**config.mk**
```make
export PLATFORM = sky130hd
export DESIGN_NAME = sixtofour_decap_address_filter
export DESIGN_NICKNAME = d
export VERILOG_FILES = /design/src/hdl/sfd_pkg.sv /design/src/hdl/sixtofour_decap_address_filter.sv /design/src/hdl/sfd_v4_bogon.sv /design/src/hdl/sfd_v6_check.sv /design/src/hdl/sfd_classify.sv
export SDC_FILE = /design/constraint.sdc
export NUM_CORES = 1
export LEC_CHECK = 0
export ABC_AREA = 1
export CORE_MARGIN = 5
export CORE_UTILIZATION = 60
export CTS_CLUSTER_DIAMETER = 120
export DETAILED_ROUTE_END_ITERATION = 8
export DONT_BUFFER_PORTS = 1
export GPL_TIMING_DRIVEN = 1
export PLACE_DENSITY_LB_ADDON = 0.2
export SYNTH_ARGS = -nofsm -noshare
export SYNTH_HDL_FRONTEND = slang
export SYNTH_HIERARCHICAL = 1
export SYNTH_SLANG_ARGS = --single-unit
```
**constraint.sdc**
```tcl
create_clock -name clk -period 10.8 [get_ports clk]
set_clock_uncertainty 0.15 [all_clocks]
set_input_delay 0.54 -clock clk [delete_from_list [all_inputs] [get_ports clk]]
set_output_delay 0.54 -clock clk [all_outputs]
set_load 0.05 [all_outputs]
```
**src/hdl/sfd_pkg.sv**
```systemverilog
// Shared types and constants for the 6to4 decapsulation address filter.
package sfd_pkg;

  // Transaction payloads
  typedef struct packed {
    logic [3:0]  ip_version;
    logic [7:0]  next_proto;
    logic [31:0] outer_src;
    logic [31:0] outer_dst;
    logic [63:0] inner_src_hi;
    logic [63:0] inner_src_lo;
    logic [63:0] inner_dst_hi;
    logic [63:0] inner_dst_lo;
  } sfd_in_t;

  typedef struct packed {
    logic       accept;
    logic [3:0] verdict;
  } sfd_out_t;

  // Configuration register contents
  typedef struct packed {
    logic        iface_enabled;
    logic        decap_disabled;
    logic        local_valid;
    logic [31:0] local_v4_addr;
    logic [31:0] local_prefix_mask;
  } sfd_cfg_t;

  localparam int unsigned CfgIdxW  = 3;
  localparam int unsigned CfgDataW = 32;

  localparam logic [CfgIdxW-1:0] CFG_IFACE_ENABLED     = 3'd0;
  localparam logic [CfgIdxW-1:0] CFG_DECAP_DISABLED    = 3'd1;
  localparam logic [CfgIdxW-1:0] CFG_LOCAL_VALID       = 3'd2;
  localparam logic [CfgIdxW-1:0] CFG_LOCAL_V4_ADDR     = 3'd3;
  localparam logic [CfgIdxW-1:0] CFG_LOCAL_PREFIX_MASK = 3'd4;

  // Verdict codes, first failing check wins
  localparam logic [3:0] VERD_OK          = 4'd0;
  localparam logic [3:0] VERD_DOWN        = 4'd1;
  localparam logic [3:0] VERD_NODECAP     = 4'd2;
  localparam logic [3:0] VERD_PROTO       = 4'd3;
  localparam logic [3:0] VERD_VERSION     = 4'd4;
  localparam logic [3:0] VERD_NOLOCAL     = 4'd5;
  localparam logic [3:0] VERD_DSTMISMATCH = 4'd6;
  localparam logic [3:0] VERD_SRCPREFIX   = 4'd7;
  localparam logic [3:0] VERD_ODST        = 4'd8;
  localparam logic [3:0] VERD_OSRC        = 4'd9;
  localparam logic [3:0] VERD_IDST        = 4'd10;
  localparam logic [3:0] VERD_ISRC        = 4'd11;

  localparam logic [7:0] PROTO_IPV6   = 8'd41;
  localparam logic [3:0] IP_VERSION_4 = 4'd4;

  // IPv4 bogon prefixes
  localparam logic [3:0]  V4_MCAST_NIBBLE = 4'he;
  localparam logic [7:0]  V4_NET_ZERO     = 8'd0;
  localparam logic [7:0]  V4_NET_LOOP     = 8'd127;
  localparam logic [7:0]  V4_NET_BCAST    = 8'd255;
  localparam logic [7:0]  V4_NET_TEN      = 8'd10;
  localparam logic [11:0] V4_PFX_172_16   = 12'hac1;
  localparam logic [15:0] V4_PFX_192_168  = 16'hc0a8;
  localparam logic [7:0]  V4_LL_BYTE0     = 8'd169;
  localparam logic [7:0]  V4_LL_BYTE1     = 8'd254;

  // IPv6 prefixes
  localparam logic [15:0] V6_PFX_6TO4     = 16'h2002;
  localparam logic [31:0] V6_MAPPED_WORD  = 32'h0000ffff;
  localparam logic [9:0]  V6_PFX_LINKLOC  = 10'h3fa;
  localparam logic [9:0]  V6_PFX_SITELOC  = 10'h3fb;
  localparam logic [7:0]  V6_MCAST_BYTE   = 8'hff;
  localparam logic [3:0]  V6_SCOPE_NODE   = 4'd1;
  localparam logic [3:0]  V6_SCOPE_LINK   = 4'd2;

endpackage

```
**src/hdl/sixtofour_decap_address_filter.sv**
```systemverilog
// Top level of the 6to4 decapsulation address filter: config, pipeline, checks.
// Each transaction passes the input register, then the result register, before out_valid.
// Throughput: one transaction per cycle while out_stall is low, through the single classify stage.
// Output stall backs up into the input register; in_stall rises only when both hold data.
// Reset (rst_n low, synchronous): pipeline emptied, all config registers cleared to 0.
// Config is sampled live by the classifier; write it only while the block is idle.
module sixtofour_decap_address_filter
  import sfd_pkg::*;
(
  input  logic                clk,
  input  logic                rst_n,

  input  logic                in_valid,
  output logic                in_stall,
  input  sfd_in_t             in_data,

  output logic                out_valid,
  input  logic                out_stall,
  output sfd_out_t            out_data,

  input  logic                cfg_we,
  input  logic [CfgIdxW-1:0]  cfg_idx,
  input  logic [CfgDataW-1:0] cfg_wdata
);

  // Configuration registers
  sfd_cfg_t cfg_r;
  sfd_cfg_t cfg_nxt;

  // Input register stage
  logic    s1_valid_r;
  sfd_in_t s1_data_r;

  // Result register stage
  logic     out_valid_r;
  sfd_out_t out_data_r;

  sfd_out_t cls_res;
  logic     out_free;
  logic     s1_adv;
  logic     in_take;

  always_comb begin
    cfg_nxt = cfg_r;
    if (cfg_we) begin
      unique case (cfg_idx)
        CFG_IFACE_ENABLED:     cfg_nxt.iface_enabled     = cfg_wdata[0];
        CFG_DECAP_DISABLED:    cfg_nxt.decap_disabled    = cfg_wdata[0];
        CFG_LOCAL_VALID:       cfg_nxt.local_valid       = cfg_wdata[0];
        CFG_LOCAL_V4_ADDR:     cfg_nxt.local_v4_addr     = cfg_wdata;
        CFG_LOCAL_PREFIX_MASK: cfg_nxt.local_prefix_mask = cfg_wdata;
        default:               cfg_nxt = cfg_r;  // unmapped index: ignored
      endcase
    end
  end

  always_ff @(posedge clk) begin
    if (!rst_n) begin
      cfg_r <= '0;
    end else begin
      cfg_r <= cfg_nxt;
    end
  end

  // Handshake: result slot frees when empty or being taken this cycle
  assign out_free = !out_valid_r || !out_stall;
  assign s1_adv   = s1_valid_r && out_free;
  assign in_stall = s1_valid_r && !out_free;
  assign in_take  = in_valid && !in_stall;

  sfd_classify u_classify (
    .hdr (s1_data_r),
    .cfg (cfg_r),
    .res (cls_res)
  );

  always_ff @(posedge clk) begin
    if (!rst_n) begin
      s1_valid_r  <= 1'b0;
      out_valid_r <= 1'b0;
    end else begin
      if (in_take) begin
        s1_valid_r <= 1'b1;
      end else if (s1_adv) begin
        s1_valid_r <= 1'b0;
      end
      if (out_free) begin
        out_valid_r <= s1_valid_r;
      end
    end
  end

  // Payload registers, no reset
  always_ff @(posedge clk) begin
    if (in_take) begin
      s1_data_r <= in_data;
    end
    if (s1_adv) begin
      out_data_r <= cls_res;
    end
  end

  assign out_valid = out_valid_r;
  assign out_data  = out_data_r;

  // accept flag must agree with the verdict code
  a_accept_consistent: assert property (@(posedge clk) disable iff (!rst_n)
    out_valid_r |-> (out_data_r.accept == (out_data_r.verdict == VERD_OK)))
    else $error("accept flag disagrees with verdict");

  // verdict stays within the defined codes
  a_verdict_range: assert property (@(posedge clk) disable iff (!rst_n)
    out_valid_r |-> (out_data_r.verdict <= VERD_ISRC))
    else $error("verdict code out of range");

  // empty input register never back-pressures
  a_no_stall_when_empty: assert property (@(posedge clk) disable iff (!rst_n)
    !s1_valid_r |-> !in_stall)
    else $error("stall raised with empty input register");

  // a held transaction moves on when the result slot is empty
  a_advance_to_empty: assert property (@(posedge clk) disable iff (!rst_n)
    (s1_valid_r && !out_valid_r) |=> out_valid_r)
    else $error("transaction lost between stages");

  // a stalled result keeps its value
  a_result_held: assert property (@(posedge clk) disable iff (!rst_n)
    (out_valid_r && out_stall) |=> (out_valid_r && $stable(out_data_r)))
    else $error("stalled result changed");

endmodule

```
**src/hdl/sfd_v4_bogon.sv**
```systemverilog
// IPv4 bogon address check: multicast, 0/8, 127/8, 255/8, private and link-local.
module sfd_v4_bogon
  import sfd_pkg::*;
(
  input  logic [31:0] addr,
  output logic        bad
);

  logic [7:0] top;

  assign top = addr[31:24];

  assign bad = (addr[31:28] == V4_MCAST_NIBBLE)
            || (top == V4_NET_ZERO) || (top == V4_NET_LOOP) || (top == V4_NET_BCAST)
            || (top == V4_NET_TEN)
            || (addr[31:20] == V4_PFX_172_16)
            || (addr[31:16] == V4_PFX_192_168)
            || ((top == V4_LL_BYTE0) && (addr[23:16] == V4_LL_BYTE1));

endmodule

```
**src/hdl/sfd_v6_check.sv**
```systemverilog
// IPv6 inner address check; 6to4 addresses fall back to the IPv4 bogon check.
module sfd_v6_check
  import sfd_pkg::*;
(
  input  logic [63:0] hi,
  input  logic [63:0] lo,
  output logic        bad
);

  logic v4_bad;
  logic hi_zero;
  logic compat;
  logic mapped;
  logic scoped_ll;
  logic mcast_local;

  sfd_v4_bogon u_v4 (
    .addr (hi[47:16]),
    .bad  (v4_bad)
  );

  assign hi_zero     = (hi == 64'd0);
  // v4-compatible: last word above 1 (skips :: and ::1)
  assign compat      = hi_zero && (lo[63:32] == 32'd0) && (|lo[31:1]);
  assign mapped      = hi_zero && (lo[63:32] == V6_MAPPED_WORD);
  assign scoped_ll   = (hi[63:54] == V6_PFX_LINKLOC) || (hi[63:54] == V6_PFX_SITELOC);
  assign mcast_local = (hi[63:56] == V6_MCAST_BYTE)
                    && ((hi[51:48] == V6_SCOPE_NODE) || (hi[51:48] == V6_SCOPE_LINK));

  assign bad = (hi[63:48] == V6_PFX_6TO4) ? v4_bad
             : (compat || mapped || scoped_ll || mcast_local);

endmodule

```
**src/hdl/sfd_classify.sv**
```systemverilog
// Priority classifier that picks the first failing check for one header.
module sfd_classify
  import sfd_pkg::*;
(
  input  sfd_in_t  hdr,
  input  sfd_cfg_t cfg,
  output sfd_out_t res
);

  logic odst_bad;
  logic osrc_bad;
  logic idst_bad;
  logic isrc_bad;
  logic [3:0] verdict;

  sfd_v4_bogon u_odst (.addr(hdr.outer_dst), .bad(odst_bad));
  sfd_v4_bogon u_osrc (.addr(hdr.outer_src), .bad(osrc_bad));

  sfd_v6_check u_idst (.hi(hdr.inner_dst_hi), .lo(hdr.inner_dst_lo), .bad(idst_bad));
  sfd_v6_check u_isrc (.hi(hdr.inner_src_hi), .lo(hdr.inner_src_lo), .bad(isrc_bad));

  always_comb begin
    if (!cfg.iface_enabled) begin
      verdict = VERD_DOWN;
    end else if (cfg.decap_disabled) begin
      verdict = VERD_NODECAP;
    end else if (hdr.next_proto != PROTO_IPV6) begin
      verdict = VERD_PROTO;
    end else if (hdr.ip_version != IP_VERSION_4) begin
      verdict = VERD_VERSION;
    end else if (!cfg.local_valid) begin
      verdict = VERD_NOLOCAL;
    end else if (hdr.outer_dst != cfg.local_v4_addr) begin
      verdict = VERD_DSTMISMATCH;
    end else if ((hdr.outer_src & cfg.local_prefix_mask)
                 != (cfg.local_v4_addr & cfg.local_prefix_mask)) begin
      verdict = VERD_SRCPREFIX;
    end else if (odst_bad) begin
      verdict = VERD_ODST;
    end else if (osrc_bad) begin
      verdict = VERD_OSRC;
    end else if (idst_bad) begin
      verdict = VERD_IDST;
    end else if (isrc_bad) begin
      verdict = VERD_ISRC;
    end else begin
      verdict = VERD_OK;
    end
  end

  assign res.verdict = verdict;
  assign res.accept  = (verdict == VERD_OK);

endmodule
```
# Word-level counts from Yosys, hierarchy flattened
# Index checks and enable logic that the tools add are counted.
# op_classes
bitwise	2
n_eq_ne	54
n_mux	15
reduce_logical	76
# op_table
cell	n
$logic_not 64->1	2
$eq 8x8->1 const B	14
$and 32x32->32	2
$eq 16x16->1 const B	4
$eq 32x16->1 const B	2
$logic_not 32->1	2
$ne 32x32->1	2
$reduce_or 31->1	2
$eq 12x12->1 const B	4
$mux 4	11
$eq 10x10->1 const B	4
$logic_or 1x1->1	39
$eq 16x14->1 const B	2
$eq 8x4->1 const B	4
$eq 8x7->1 const B	4
$logic_not 8->1	4
$eq 4x4->1 const B	4
$logic_and 1x1->1	15
$reduce_and 2->1	5
$eq 4x1->1 const B	2
$eq 4x2->1 const B	2
$ne 8x6->1 const B	1
$eq 3x2->1 const B	2
$logic_not 1->1	4
7 further kinds	10
# totals
elab_cells	164
in_bits	372
register_bits	406
out_inout_bits	7

# Depth between registers and ports, before layout
# depth
depth_word	21
mapped_depth	21
ltp_nobuf	21

# By module
# The synthesis kept the hierarchy.
# modules_own_cells
module	n_inst	area_per_inst_um2	cells_each
sixtofour_decap_address_filter	1	13013.7	761
sfd_classify	1	1353.8	282
sfd_v6_check	2	598.1	142
sfd_v4_bogon	4	257.7	62

# Worst setup path after synthesis
# OpenSTA, ideal clock, no wires.
# synth_path
kind	input to register
startpoint	input out_stall
endpoint	register s1_data_r[0] (netlist name), enable pin
cell_stages	5
required_time_ps	9968
n_path_buf	0
path_slack_ps	2802
arrival_ps	7166
path_cell_list	nand2_1 inv_1 nand2_1 nand2_1 inv_1
# synth_via
elab_chain_cells	6
# synth_rtl
item	line_no	rtl
start, declared	sixtofour_decap_address_filter.sv:18	input logic out_stall,
$logic_not 1->1	sixtofour_decap_address_filter.sv:66	assign out_free = !out_valid_r || !out_stall;
$logic_or 1x1->1	sixtofour_decap_address_filter.sv:66	
$logic_not 1->1	sixtofour_decap_address_filter.sv:68	assign in_stall = s1_valid_r && !out_free;
$logic_and 1x1->1	sixtofour_decap_address_filter.sv:68	
$logic_not 1->1	sixtofour_decap_address_filter.sv:69	assign in_take = in_valid && !in_stall;
$logic_and 1x1->1	sixtofour_decap_address_filter.sv:69	
named net in_take	sixtofour_decap_address_filter.sv:41	logic in_take;
end signal, assigned	sixtofour_decap_address_filter.sv:96	s1_data_r <= in_data;
end, declared	sixtofour_decap_address_filter.sv:32	sfd_in_t s1_data_r;
# The timed path passes the listed nets, and every way through them passes these cells.
# A chain may end at the register's enable or synchronous reset.

# Worst setup path in the final report
# layout_path
startpoint	register out_valid_r, in the netlist out_valid
endpoint	register s1_data_r[206] (netlist name), enable pin
# layout_via
elab_chain_cells	6
# layout_rtl
item	line_no	rtl
start, declared	sixtofour_decap_address_filter.sv:35	logic out_valid_r;
start signal, assigned	sixtofour_decap_address_filter.sv:88	out_valid_r <= s1_valid_r;
$logic_not 1->1	sixtofour_decap_address_filter.sv:66	
$logic_or 1x1->1	sixtofour_decap_address_filter.sv:66	
$logic_not 1->1	sixtofour_decap_address_filter.sv:68	
$logic_and 1x1->1	sixtofour_decap_address_filter.sv:68	
$logic_not 1->1	sixtofour_decap_address_filter.sv:69	
$logic_and 1x1->1	sixtofour_decap_address_filter.sv:69	
named net in_take	sixtofour_decap_address_filter.sv:41	
# The timed path passes the listed nets, and every way through them passes these cells.

==> reports/metrics.yaml <==
power:
  vdd_ir_drop_max_v: 0.000174
  power_leakage_nw: 8.55
  p_per_area_mw_per_mm2: 164
clock_network:
  path_clk_slew_ps: 60
  cts_tree: "yes"
  cts_setup_buffers: 0
  clock_path_buffers: 3
  cts_made_buffers: 41
  htreeDepth: 2
  cts-resized-gates: 0
  cts-root-buf: "clkbuf_16"
  cts_sinks: 404
  clock_latency_ps: 540
route:
  drc: 0
  avgViaCountPerCell: 5.54
  drtIter0Drc: 1225
  dr.pass1.iters: 6
  ant_nets: 0
  drt-total-wl_mm: 48.0
  vias: 12800
  wl_per_cell_um: 20.8
setup_path:
  endpoint_kind: "register"
  start_kind: "register"
  required_ps: 10810
  worstSetupPathType: "register to register"
  arrival_ps: 3920
  path_max_fanout: 90
  reg2reg_depth: 7
final_layout:
  fin_nets: 2299
  seq_area_mm2: 0.0114
  final_area_mm2: 0.0215
  area_delta_synth_final_pct: 30.3
  drive_above_1_share_pct: 6.38
  fill_cells: 1487
  multi_input_area_mm2: 0.00426
logic_synthesis:
  postSynthCellCount: 1573
  ys_warn_count: 6
  postSynthAreaPerCell_um2: 10.5
  syn_nets: 1945
  syn-cell-area_mm2: 0.0165
placement:
  place.gp.congestion: 0.840
  dp_hpwl_mm: 25.2
  port_buffers: 0
  dpl-instance-area_mm2: 0.0168
  dp_worst_setup_slack_ps: 7010
floorplanning:
  start_util_pct: 61.2
  rows: 60
  dieArea_mm2: 0.0310
  die_h_um: 176
  io_pins: 379
  fp.coreArea_mm2: 0.0270
  die_x_um: 176
global_routing:
  grt_first_pass_wirelength_mm: 70.5
  grt_max_degree: 93
  grt_use_total_pct: 29.5
  grt_overflow: 0
  grt_pass1_vias: 13000
  antenna_found_initial: 13
timing:
  slew_headroom_pct: 23.8
  fmax_mhz: 255
  min_period_ps: 3920
  slew_violations: 0
  fin_ws_ps: 6880
  rsz0062_at_grt: "no"
  period_share_pct: 36.3
  setup_viol: 0
  finalHoldViolCount: 0
  holdWs_ps: 6.14
  tightest_slew_ps: 1140
  tns_ps: 0
flow_run:
  max_cap_violations: 0
outcome:
  status: "completed"
min_path:
  hp-class: "primary input to register"
  min_path_cells: 2
## final timing paths
kind	slack, ps	endpoint	from
worst max register to register	6880	s1_data_r[206]$_DFFE_PP_	out_valid$_SDFFE_PN0P_
worst max-delay path	6880	s1_data_r[206]$_DFFE_PP_	out_valid$_SDFFE_PN0P_
worst min-delay path	6	cfg_r[48]$_SDFFE_PN0P_	rst_n
worst min register to register	330	out_valid$_SDFFE_PN0P_	s1_valid_r$_SDFFE_PN0P_
## layer usage
layer  wire length [um]  GRT usage [%]  up-vias
met5                 13              0        -
li1                   -              -     5834
met3               4230           6.75      171
met2              24800           53.6      795
met4               2470           13.1        2
met1              16600           33.1     6005
## per-stage QoR
step,power [mW],cells,util (%)
final,3.53,2312,79.7
after global placement,1.99,1892,62.3
after floorplan,1.98,1573,-
after detailed placement,2.00,1892,62.3
after global routing,3.64,2311,79.7
after CTS,3.47,2299,79.6
## placed cells by master, fill, tap and decap left out, types with 2 or more instances in the layout
master / count
clkinv_1: 10
bufinv_16: 4
dlygate4sd3_1: 332
o21ai_1: 4
nand2_1: 332
nor4_1: 4
clkinv_2: 11
clkbuf_16: 42
nor2_4: 2
inv_2: 9
edfxtp_1: 335
nor2_2: 22
xor2_1: 10
or2_1: 4
nand3_1: 104
nand3b_1: 2
a21oi_2: 6
dfxtp_1: 69
inv_1: 167
buf_4: 5
nand3_2: 5
nor2_1: 386
xnor2_1: 18
a21oi_1: 5
diode_2: 13
and2_1: 5
nand4_1: 27
clkbuf_1: 4
o21ai_0: 3
nand2_2: 6
nand3b_4: 2
nor3_1: 11
## worst max-delay path: stages (launching register included)
cell     delay (ps)
dfxtp_1         480
nand2_1         170
inv_1            70
nand2_1         110
nand2_1         160
inv_8           380
buf_4           860
buf_4           980
## final cells by class
type / instances / share of cell area [%]
repair buffers: 338 / 15.7
flip-flops and latches: 404 / 53.1
well taps: 341 / 1.98
diodes: 13 / 0.151
clock inverters: 28 / 1.19
clock buffers: 46 / 4.95
inverters: 177 / 3.12
multi-input cells: 965 / 19.8
## state kept, by name (all words and copies together) (netlist names)
| name | cells |
|---|---|
| out_valid | 1 |
| s1_data_r | 330 |
| out_data | 5 |
| cfg_r | 67 |
| s1_valid_r | 1 |
## where the power goes
group	leakage, nW	switching, mW	internal [mW]
clock network	0.654	0.617	0.810
registers	3.83	0.0568	1.78
logic	4.06	0.132	0.126
total	8.55	0.806	2.72
## timing repair
item                                    4_1_cts  5_1_grt
hold endpoints to repair                    395        0
endpoints found under the setup margin        0        0
hold buffers                                333        0
Power figures use the tool's default switching activity.
